## src/hdl/pidsc_pkg.sv

```systemverilog
// Shared types, widths and constants of the PID speed controller.
package pidsc_pkg;

	// Shared multiplier operand and product widths
	localparam int MulAW = 18;
	localparam int MulBW = 33;
	localparam int MulPW = MulAW + MulBW;

	// Accumulator width of the datapath
	localparam int AccW = 57;

	// Configuration register indexes
	localparam logic [2:0] CFG_MODE    = 3'd0;
	localparam logic [2:0] CFG_KP      = 3'd1;
	localparam logic [2:0] CFG_KI      = 3'd2;
	localparam logic [2:0] CFG_KD      = 3'd3;
	localparam logic [2:0] CFG_INT_UP  = 3'd4;
	localparam logic [2:0] CFG_INT_LO  = 3'd5;
	localparam logic [2:0] CFG_DRV_UP  = 3'd6;
	localparam logic [2:0] CFG_DRV_LO  = 3'd7;

	// Mode codes
	localparam logic MODE_FULL   = 1'b0;
	localparam logic MODE_SIMPLE = 1'b1;

	// Filter factors, unsigned Q0.15
	localparam logic [14:0] ALPHA_FULL    = 15'd29491;
	localparam logic [14:0] NALPHA_FULL   = 15'd3277;
	localparam logic [14:0] ALPHA_SIMPLE  = 15'd16384;
	localparam logic [14:0] NALPHA_SIMPLE = 15'd16384;

	// Error thresholds
	localparam logic signed [16:0] DEADBAND   = 17'sd5;
	localparam logic signed [16:0] SEP_FULL   = 17'sd50;
	localparam logic signed [16:0] SEP_SIMPLE = 17'sd1000;

	// Output offset of the full mode, Q.8
	localparam logic signed [AccW-1:0] OFFSET_Q8 = 57'sd1280;

	typedef struct packed {
		logic               mode;
		logic signed [15:0] kp;
		logic signed [15:0] ki;
		logic signed [15:0] kd;
		logic signed [31:0] int_up;
		logic signed [31:0] int_lo;
		logic signed [15:0] drv_up;
		logic signed [15:0] drv_lo;
	} cfg_regs_t;

	typedef struct packed {
		logic                    en;
		logic signed [MulAW-1:0] a;
		logic signed [MulBW-1:0] b;
	} mul_req_t;

endpackage

```

## src/hdl/pidsc_cfg_regs.sv

```systemverilog
// Configuration register file of the PID speed controller.
module pidsc_cfg_regs (
	input  logic                  clk,
	input  logic                  arst_n,
	input  logic                  cfg_valid,
	input  logic [2:0]            cfg_index,
	input  logic [31:0]           cfg_data,
	output pidsc_pkg::cfg_regs_t  regs
);

	always_ff @(posedge clk or negedge arst_n) begin
		if (!arst_n) begin
			regs.mode   <= pidsc_pkg::MODE_FULL;
			regs.kp     <= 16'sd0;
			regs.ki     <= 16'sd0;
			regs.kd     <= 16'sd0;
			regs.int_up <= 32'sd20000;
			regs.int_lo <= -32'sd20000;
			regs.drv_up <= 16'sd100;
			regs.drv_lo <= -16'sd100;
		end else if (cfg_valid) begin
			case (cfg_index)
				pidsc_pkg::CFG_MODE:   regs.mode   <= cfg_data[0];
				pidsc_pkg::CFG_KP:     regs.kp     <= $signed(cfg_data[15:0]);
				pidsc_pkg::CFG_KI:     regs.ki     <= $signed(cfg_data[15:0]);
				pidsc_pkg::CFG_KD:     regs.kd     <= $signed(cfg_data[15:0]);
				pidsc_pkg::CFG_INT_UP: regs.int_up <= $signed(cfg_data);
				pidsc_pkg::CFG_INT_LO: regs.int_lo <= $signed(cfg_data);
				pidsc_pkg::CFG_DRV_UP: regs.drv_up <= $signed(cfg_data[15:0]);
				pidsc_pkg::CFG_DRV_LO: regs.drv_lo <= $signed(cfg_data[15:0]);
				default: ;
			endcase
		end
	end

endmodule

```

## src/hdl/pidsc_mul.sv

```systemverilog
// Shared signed multiplier with registered product.
module pidsc_mul (
	input  logic                                   clk,
	input  pidsc_pkg::mul_req_t                    req,
	output logic signed [pidsc_pkg::MulPW-1:0]     prod_q
);

	always_ff @(posedge clk) begin
		if (req.en) begin
			prod_q <= pidsc_pkg::MulPW'(req.a * req.b);
		end
	end

endmodule

```

## src/hdl/pid_speed_controller_core.sv

```systemverilog
// Top level of the PID speed controller: sequencer and accumulator datapath.
//
//  channel | signals                                   | moves
//  --------+-------------------------------------------+------------------------------
//  in      | in_valid, in_ready, target, actual        | one control tick item
//  out     | out_valid, out_ready, drive, in_deadband, | one drive item per tick
//          | clamped                                   |
//  cfg     | cfg_valid, cfg_ready, cfg_index, cfg_data | one register write
//
// Items are taken one at a time; a deadband item skips from the integral sum straight to
// the output offset. The single shared 18x33 multiplier and the one accumulator adder
// are stepped by the sequencer through the filter and drive sums in turn.
// in_ready is high only while the sequencer is idle; a result waiting in the output
// register does not block acceptance, but the final step holds until it is taken.
// Reset clears the controller state (previous error, integral, filtered derivative)
// and loads the register defaults; cfg_ready is always high.
module pid_speed_controller_core (
	input  logic               clk,
	input  logic               arst_n,
	input  logic               in_valid,
	output logic               in_ready,
	input  logic signed [15:0] target,
	input  logic signed [15:0] actual,
	output logic               out_valid,
	input  logic               out_ready,
	output logic signed [15:0] drive,
	output logic               in_deadband,
	output logic               clamped,
	input  logic               cfg_valid,
	output logic               cfg_ready,
	input  logic [2:0]         cfg_index,
	input  logic [31:0]        cfg_data
);

	localparam int AccW = pidsc_pkg::AccW;
	localparam int MulPW = pidsc_pkg::MulPW;
	localparam logic signed [41:0] DfSatHi = 42'sd549755813887;
	localparam logic signed [41:0] DfSatLo = -42'sd549755813888;

	// One-hot sequencer states
	typedef enum logic [15:0] {
		ST_IDLE   = 16'h0001,
		ST_ISUM   = 16'h0002,
		ST_ICLAMP = 16'h0004,
		ST_NAKD   = 16'h0008,
		ST_DE     = 16'h0010,
		ST_DFLO   = 16'h0020,
		ST_DFHI   = 16'h0040,
		ST_DFADD  = 16'h0080,
		ST_DFRND  = 16'h0100,
		ST_KI     = 16'h0200,
		ST_ADDKI  = 16'h0400,
		ST_ADDDF  = 16'h0800,
		ST_OFFS   = 16'h1000,
		ST_CLHI   = 16'h2000,
		ST_CLLO   = 16'h4000,
		ST_ROUND  = 16'h8000
	} state_t;

	state_t                  state_q;
	pidsc_pkg::cfg_regs_t    regs;
	pidsc_pkg::mul_req_t     mreq;
	logic signed [MulPW-1:0] prod_q;

	// Controller state
	logic signed [16:0]      prev_q;
	logic signed [31:0]      integ_q;
	logic signed [39:0]      df_q;

	// Per-item working registers
	logic signed [16:0]      e_q;
	logic signed [17:0]      de_q;
	logic signed [32:0]      isum_q;
	logic                    iclr_q;
	logic signed [AccW-1:0]  acc_q;
	logic                    clip_q;
	logic                    dead_q;

	// Output register
	logic                    out_valid_q;
	logic signed [15:0]      drive_q;
	logic                    dead_out_q;
	logic                    clip_out_q;

	logic                    full;
	logic [14:0]             alpha;
	logic [14:0]             nalpha;
	logic signed [16:0]      sep;
	logic                    e_dead;
	logic                    e_sep;
	logic signed [32:0]      int_up33;
	logic signed [32:0]      int_lo33;
	logic signed [32:0]      isat_hi;
	logic signed [32:0]      isat;
	logic signed [AccW-1:0]  prod_ext;
	logic signed [AccW-1:0]  df_rnd;
	logic signed [41:0]      df_sh;
	logic signed [39:0]      df_sat;
	logic signed [AccW-1:0]  lim_hi;
	logic signed [AccW-1:0]  lim_lo;
	logic signed [AccW-1:0]  acc_rnd8;
	logic                    out_free;
	logic                    accept;

	pidsc_cfg_regs u_cfg (
		.clk       (clk),
		.arst_n    (arst_n),
		.cfg_valid (cfg_valid),
		.cfg_index (cfg_index),
		.cfg_data  (cfg_data),
		.regs      (regs)
	);

	pidsc_mul u_mul (
		.clk    (clk),
		.req    (mreq),
		.prod_q (prod_q)
	);

	assign cfg_ready   = 1'b1;
	assign in_ready    = (state_q == ST_IDLE);
	assign accept      = in_valid && in_ready;
	assign out_valid   = out_valid_q;
	assign drive       = drive_q;
	assign in_deadband = dead_out_q;
	assign clamped     = clip_out_q;
	assign out_free    = !out_valid_q || out_ready;

	// Mode-dependent constants
	assign full   = (regs.mode == pidsc_pkg::MODE_FULL);
	assign alpha  = full ? pidsc_pkg::ALPHA_FULL : pidsc_pkg::ALPHA_SIMPLE;
	assign nalpha = full ? pidsc_pkg::NALPHA_FULL : pidsc_pkg::NALPHA_SIMPLE;
	assign sep    = full ? pidsc_pkg::SEP_FULL : pidsc_pkg::SEP_SIMPLE;

	// Error classification: deadband and integral separation windows
	assign e_dead = full && (e_q < pidsc_pkg::DEADBAND) && (e_q > -pidsc_pkg::DEADBAND);
	assign e_sep  = (e_q < sep) && (e_q > -sep);

	// Integral clamp: upper limit first, then lower limit wins
	assign int_up33 = 33'(regs.int_up);
	assign int_lo33 = 33'(regs.int_lo);
	assign isat_hi  = (isum_q > int_up33) ? int_up33 : isum_q;
	assign isat     = (isat_hi < int_lo33) ? int_lo33 : isat_hi;

	assign prod_ext = AccW'(prod_q);

	// Filter result: round half up at bit 15, saturate to 40 bits
	assign df_rnd = acc_q + 57'sd16384;
	assign df_sh  = df_rnd[AccW-1:15];
	always_comb begin
		if (df_sh > DfSatHi) begin
			df_sat = DfSatHi[39:0];
		end else if (df_sh < DfSatLo) begin
			df_sat = DfSatLo[39:0];
		end else begin
			df_sat = df_sh[39:0];
		end
	end

	// Drive limits in Q.8
	assign lim_hi   = $signed({{(AccW-24){regs.drv_up[15]}}, regs.drv_up, 8'h00});
	assign lim_lo   = $signed({{(AccW-24){regs.drv_lo[15]}}, regs.drv_lo, 8'h00});
	assign acc_rnd8 = acc_q + 57'sd128;

	// Operand selection of the shared multiplier
	always_comb begin
		mreq.en = 1'b0;
		mreq.a  = '0;
		mreq.b  = '0;
		case (state_q)
			ST_NAKD: begin
				mreq.en = 1'b1;
				mreq.a  = $signed({3'b000, nalpha});
				mreq.b  = 33'(regs.kd);
			end
			ST_DE: begin
				mreq.en = 1'b1;
				mreq.a  = de_q;
				mreq.b  = prod_q[32:0];
			end
			ST_DFLO: begin
				mreq.en = 1'b1;
				mreq.a  = $signed({3'b000, alpha});
				mreq.b  = $signed({13'b0, df_q[19:0]});
			end
			ST_DFHI: begin
				// upper part of the filter state carries the sign
				mreq.en = 1'b1;
				mreq.a  = $signed({3'b000, alpha});
				mreq.b  = 33'($signed(df_q[39:20]));
			end
			ST_DFRND: begin
				mreq.en = 1'b1;
				mreq.a  = 18'(e_q);
				mreq.b  = 33'(regs.kp);
			end
			ST_KI: begin
				mreq.en = 1'b1;
				mreq.a  = 18'(regs.ki);
				mreq.b  = 33'(integ_q);
			end
			default: ;
		endcase
	end

	// Sequencer, controller state and output handshake
	always_ff @(posedge clk or negedge arst_n) begin
		if (!arst_n) begin
			state_q     <= ST_IDLE;
			prev_q      <= '0;
			integ_q     <= '0;
			df_q        <= '0;
			out_valid_q <= 1'b0;
		end else begin
			// load a new result, else drop the one just taken
			if ((state_q == ST_ROUND) && out_free) begin
				out_valid_q <= 1'b1;
			end else if (out_ready) begin
				out_valid_q <= 1'b0;
			end
			case (state_q)
				ST_IDLE: begin
					if (accept) begin
						state_q <= ST_ISUM;
					end
				end
				ST_ISUM: begin
					prev_q  <= e_q;
					state_q <= e_dead ? ST_OFFS : ST_ICLAMP;
				end
				ST_ICLAMP: begin
					integ_q <= iclr_q ? 32'sd0 : isat[31:0];
					state_q <= ST_NAKD;
				end
				ST_NAKD:  state_q <= ST_DE;
				ST_DE:    state_q <= ST_DFLO;
				ST_DFLO:  state_q <= ST_DFHI;
				ST_DFHI:  state_q <= ST_DFADD;
				ST_DFADD: state_q <= ST_DFRND;
				ST_DFRND: begin
					df_q    <= df_sat;
					state_q <= ST_KI;
				end
				ST_KI:    state_q <= ST_ADDKI;
				ST_ADDKI: state_q <= ST_ADDDF;
				ST_ADDDF: state_q <= ST_OFFS;
				ST_OFFS:  state_q <= ST_CLHI;
				ST_CLHI:  state_q <= ST_CLLO;
				ST_CLLO:  state_q <= ST_ROUND;
				ST_ROUND: begin
					// hold until the previous result is taken
					if (out_free) begin
						state_q <= ST_IDLE;
					end
				end
				default: state_q <= ST_IDLE;
			endcase
		end
	end

	// Working datapath: the accumulator adder is shared by the filter and drive sum steps
	always_ff @(posedge clk) begin
		case (state_q)
			ST_IDLE: begin
				if (accept) begin
					e_q <= 17'(target) - 17'(actual);
				end
			end
			ST_ISUM: begin
				de_q   <= 18'(e_q) - 18'(prev_q);
				isum_q <= 33'(integ_q) + 33'(e_q);
				iclr_q <= (regs.ki == 16'sd0) || !e_sep;
				dead_q <= e_dead;
				clip_q <= 1'b0;
				acc_q  <= '0;
			end
			ST_DFLO:  acc_q <= prod_ext;
			ST_DFHI:  acc_q <= acc_q + prod_ext;
			ST_DFADD: acc_q <= acc_q + $signed({prod_q[36:0], 20'b0});
			ST_KI:    acc_q <= prod_ext;
			ST_ADDKI: acc_q <= acc_q + prod_ext;
			ST_ADDDF: acc_q <= acc_q + AccW'(df_q);
			ST_OFFS: begin
				// push a nonzero sum away from zero in the full mode
				if (full && (acc_q != '0)) begin
					acc_q <= acc_q[AccW-1] ? (acc_q - pidsc_pkg::OFFSET_Q8)
					                       : (acc_q + pidsc_pkg::OFFSET_Q8);
				end
			end
			ST_CLHI: begin
				if (acc_q > lim_hi) begin
					acc_q  <= lim_hi;
					clip_q <= 1'b1;
				end
			end
			ST_CLLO: begin
				if (acc_q < lim_lo) begin
					acc_q  <= lim_lo;
					clip_q <= 1'b1;
				end
			end
			ST_ROUND: begin
				if (out_free) begin
					drive_q    <= acc_rnd8[23:8];
					dead_out_q <= dead_q;
					clip_out_q <= clip_q;
				end
			end
			default: ;
		endcase
	end

endmodule

```

## config.mk

```make
export PLATFORM = sky130hd
export DESIGN_NAME = pid_speed_controller_core
export DESIGN_NICKNAME = d
export VERILOG_FILES = /design/src/hdl/pidsc_pkg.sv /design/src/hdl/pidsc_cfg_regs.sv /design/src/hdl/pidsc_mul.sv /design/src/hdl/pid_speed_controller_core.sv
export SDC_FILE = /design/constraint.sdc
export NUM_CORES = 2
export LEC_CHECK = 0
export ABC_AREA = 1
export BUFFER_PORTS_ARGS = -buffer_cell sky130_fd_sc_hd__buf_2
export CORE_UTILIZATION = 51
export CTS_CLUSTER_SIZE = 24
export DETAILED_ROUTE_END_ITERATION = 16
export MAX_ROUTING_LAYER = met4
export PLACE_DENSITY = 0.66
export SETUP_SLACK_MARGIN = 0.1
export SLEW_MARGIN = 20
export SYNTH_ARGS = -nofsm -noshare
export SYNTH_HDL_FRONTEND = slang
export SYNTH_SLANG_ARGS = --single-unit
```

## constraint.sdc

```tcl
create_clock -name clk -period 19.7 [get_ports clk]
set_input_delay 0.985 -clock clk [delete_from_list [all_inputs] [get_ports clk]]
set_output_delay 0.985 -clock clk [all_outputs]
set_load 0.03 [all_outputs]
```

==> out/results.tsv <==
metric	value	unit
unrepaired setup endpoints after global routing	no	
DR pass1 iterations	9	
Leakage	33.1	nW
DP Wirelength	168	mm
status	finished, final reports clean	
crit start category	flip-flop	
synth cell count leaders	inv_1, nand2_1, fa_1, nor2_1, a21oi_1	
PortBufs	91	
crit path max-delay cell type	a21oi_1	
Worst path most repeated cell	inv_1	
grt ovf	0	
skew final	62.2	ps
crit share post-route	49.1	%
relative slew slack	22.1	%
Worst Slack Setup Final	10020	ps
clock sinks	448	
Placed Instances	9286	
CP endpoint	u_mul.prod_q[36]	
Synth area leaders	fa_1, inv_1, ha_1, nand2_1, edfxtp_1	
number of enable flip-flop cells after synthesis	197	
Arrival @ worst endpoint	10050	ps
max_cap viols	0	
Inserted Clock Buffers	55	
Top FF cell, synth	dfrtp_1	
deepest clock path buffer count	3	
register area share after synthesis	20.9	%
worst flop-to-flop path endpoint	u_mul.prod_q[36]	
Worst path max stage delay	1000	ps
Cell Pwr Density	71.9	nW/um2
largest area contributor in the netlist	fa_1	
core area	114000	um2
CTS tree	built	
post-synthesis net count	8964	
final setup fails	0	
Synth top area share	19.6	%
CP Max Fanout	46	
post-CTS setup buffers	0	
Mapped Cells	7812	
Crit. End Element	flip-flop	
DRT Wirelength	215	mm
TNS Setup	0	ps
Critical Path RT	20070	ps
largest net degree at the start of global routing	77	
count leader, synth	inv_1	
gpl congestion	1.01	
starting density of the core	51.4	%
CTS H-tree depth	2	
root buf cell	clkbuf_16	
CP Launch Point	state_q[0]	
ratio of cells with drive above 1 in the final layout	5.65	%
Hold Crit Class	primary input to asynchronous set/reset pin	
Post-synth ARST share	56.0	%
cts repair resizes	0	
DRT iter0 DRCs	4815	
mapped cell area	58800	um2
f_max	0.103	GHz
Yosys reg bits	448	
drt wl/cell	22.9	um
worst reg2reg path depth	34	
R2R setup slack	10020	ps
final hold violation count	0	
global-route usage over all layers	38.1	%
DRC viols	0	
FF-to-FF Start	state_q[0]	
type of the worst setup path	flip-flop to flip-flop	
Synth cell types	66	
P&R area growth vs syn	6.84	%
fin cells	9392	
I/O pins	93	
Post-DRT Antenna Nets	0	
Horiz. Die Dim	341	um
DP Worst Slack	10050	ps
Worst-Skew Late Latency	680	ps
vias per cell	5.71	
# rows	124	
syn_area_per_cell	7.52	um2
worst-margin pin slew	1170	ps
CTS clk-pin slew, worst paths	60	ps
number of global-route vias before repair	53000	
initial antenna violation count	3	
Final min period	9680	ps
vias	53600	
Worst VDD drop	0.0973	mV
Slew Limit Fails	0	
first-pass GRT wire length	323	mm
die height	341	um
Hold-fix buffers, CTS	0	
Layout Nets	8984	
synth warn	0	
DIE AREA	117000	um2
[placed cells by master, fill, tap and decap left out, drive strengths merged, types with 57 or more instances in the layout]
cell type  synthesis  layout
fa               575     575
ha               505     505
nor3              77      77
clkbuf            75      73
nand3            318     318
dfrtp            207     207
nor4              57      57
xor2             112     112
a31oi             69      69
nor2             546     546
inv             1727    1731
nand2           1649    1649
a21boi            65      65
edfxtp           197     197
a21oi            516     516
o21ai            504     504
buf              133     171
xnor2             65      65
nand4             80      80
[critical path: cells and delay by family (launching register included)]
family | cells | cell delay (ps)
adders and majority gates | 7 | 3430
buffers and inverters | 10 | 2220
and+or+nand+nor | 9 | 830
DFF | 1 | 540
xor gates and xnor gates | 1 | 150
AOI/OAI and AO/OA | 7 | 2130
[area by class of cell]
| type | instances | area, um2 |
|---|---|---|
| Antenna cell | 1 | 2.50 |
| Clock buffer | 73 | 1600 |
| Clock inverter | 31 | 365 |
| Fill cell | 11000 | 51600 |
| Inverter | 1728 | 6490 |
| Multi-Input combinational cell | 5428 | 39100 |
| Sequential cell | 448 | 12300 |
| Tap cell | 1512 | 1890 |
| Timing Repair Buffer | 171 | 1090 |
[worst min-delay path by stage]
stage / startpoint / end / slack (ps)
3_5_place_dp: u_cfg.regs[136] / u_cfg.regs[136] / 470
6_report: arst_n / u_cfg.regs[91] / 250
3_3_place_gp: u_cfg.regs[135] / u_cfg.regs[135] / 470
5_1_grt: arst_n / u_cfg.regs[91] / 270
4_1_cts: arst_n / u_cfg.regs[91] / 260
2_1_floorplan: clip_q / clamped / 400
[registers in the layout, summed over array words and instances (netlist names), 16 cells and up]
| register | flops |
|---|---|
| isum_q | 33 |
| acc_q | 57 |
| prev_q | 17 |
| df_q | 40 |
| de_q | 18 |
| drive | 16 |
| state_q | 16 |
| u_mul.prod_q | 51 |
| u_cfg.regs | 145 |
| e_q | 17 |
| integ_q | 32 |
[per-layer routing]
layer / track usage, % / part of all wire, %
met1: 47.9 / 40
met5: - / 0
met4: 17.6 / 5.5
met3: 6.19 / 8.7
met2: 60.3 / 46
[logic make-up (layout without fill, tap and decap cells)]
family / Yosys count / in the layout / synth area share, %
other: 1 / 2 / 0.00638
XOR/XNOR: 177 / 177 / 2.64
adder cells (fa/ha/maj): 1080 / 1080 / 30.3
flip-flops: 448 / 448 / 20.9
AND/OR/NAND/NOR: 2790 / 2790 / 20.0
AO/OA/AOI/OAI: 1380 / 1380 / 13.3
buffers and inverters: 1936 / 2003 / 12.8
[metrics by stage]
stage	instance area, um2	hold WS, ps	util [%]	power, mW
6_report	62800	250	54.9	4.51
5_1_grt	62800	275	54.9	4.81
4_1_cts	62700	259	54.9	4.49
3_5_place_dp	60800	473	53.1	3.36
3_3_place_gp	60800	467	53.1	3.32
2_1_floorplan	58800	400	-	2.74
[report_power, final]
part / internal, mW / switching, mW
logic: 0.658 / 1.31
clock network: 0.655 / 0.459
registers: 1.21 / 0.213
total: 2.53 / 1.99
Power figures use the tool's default switching activity.
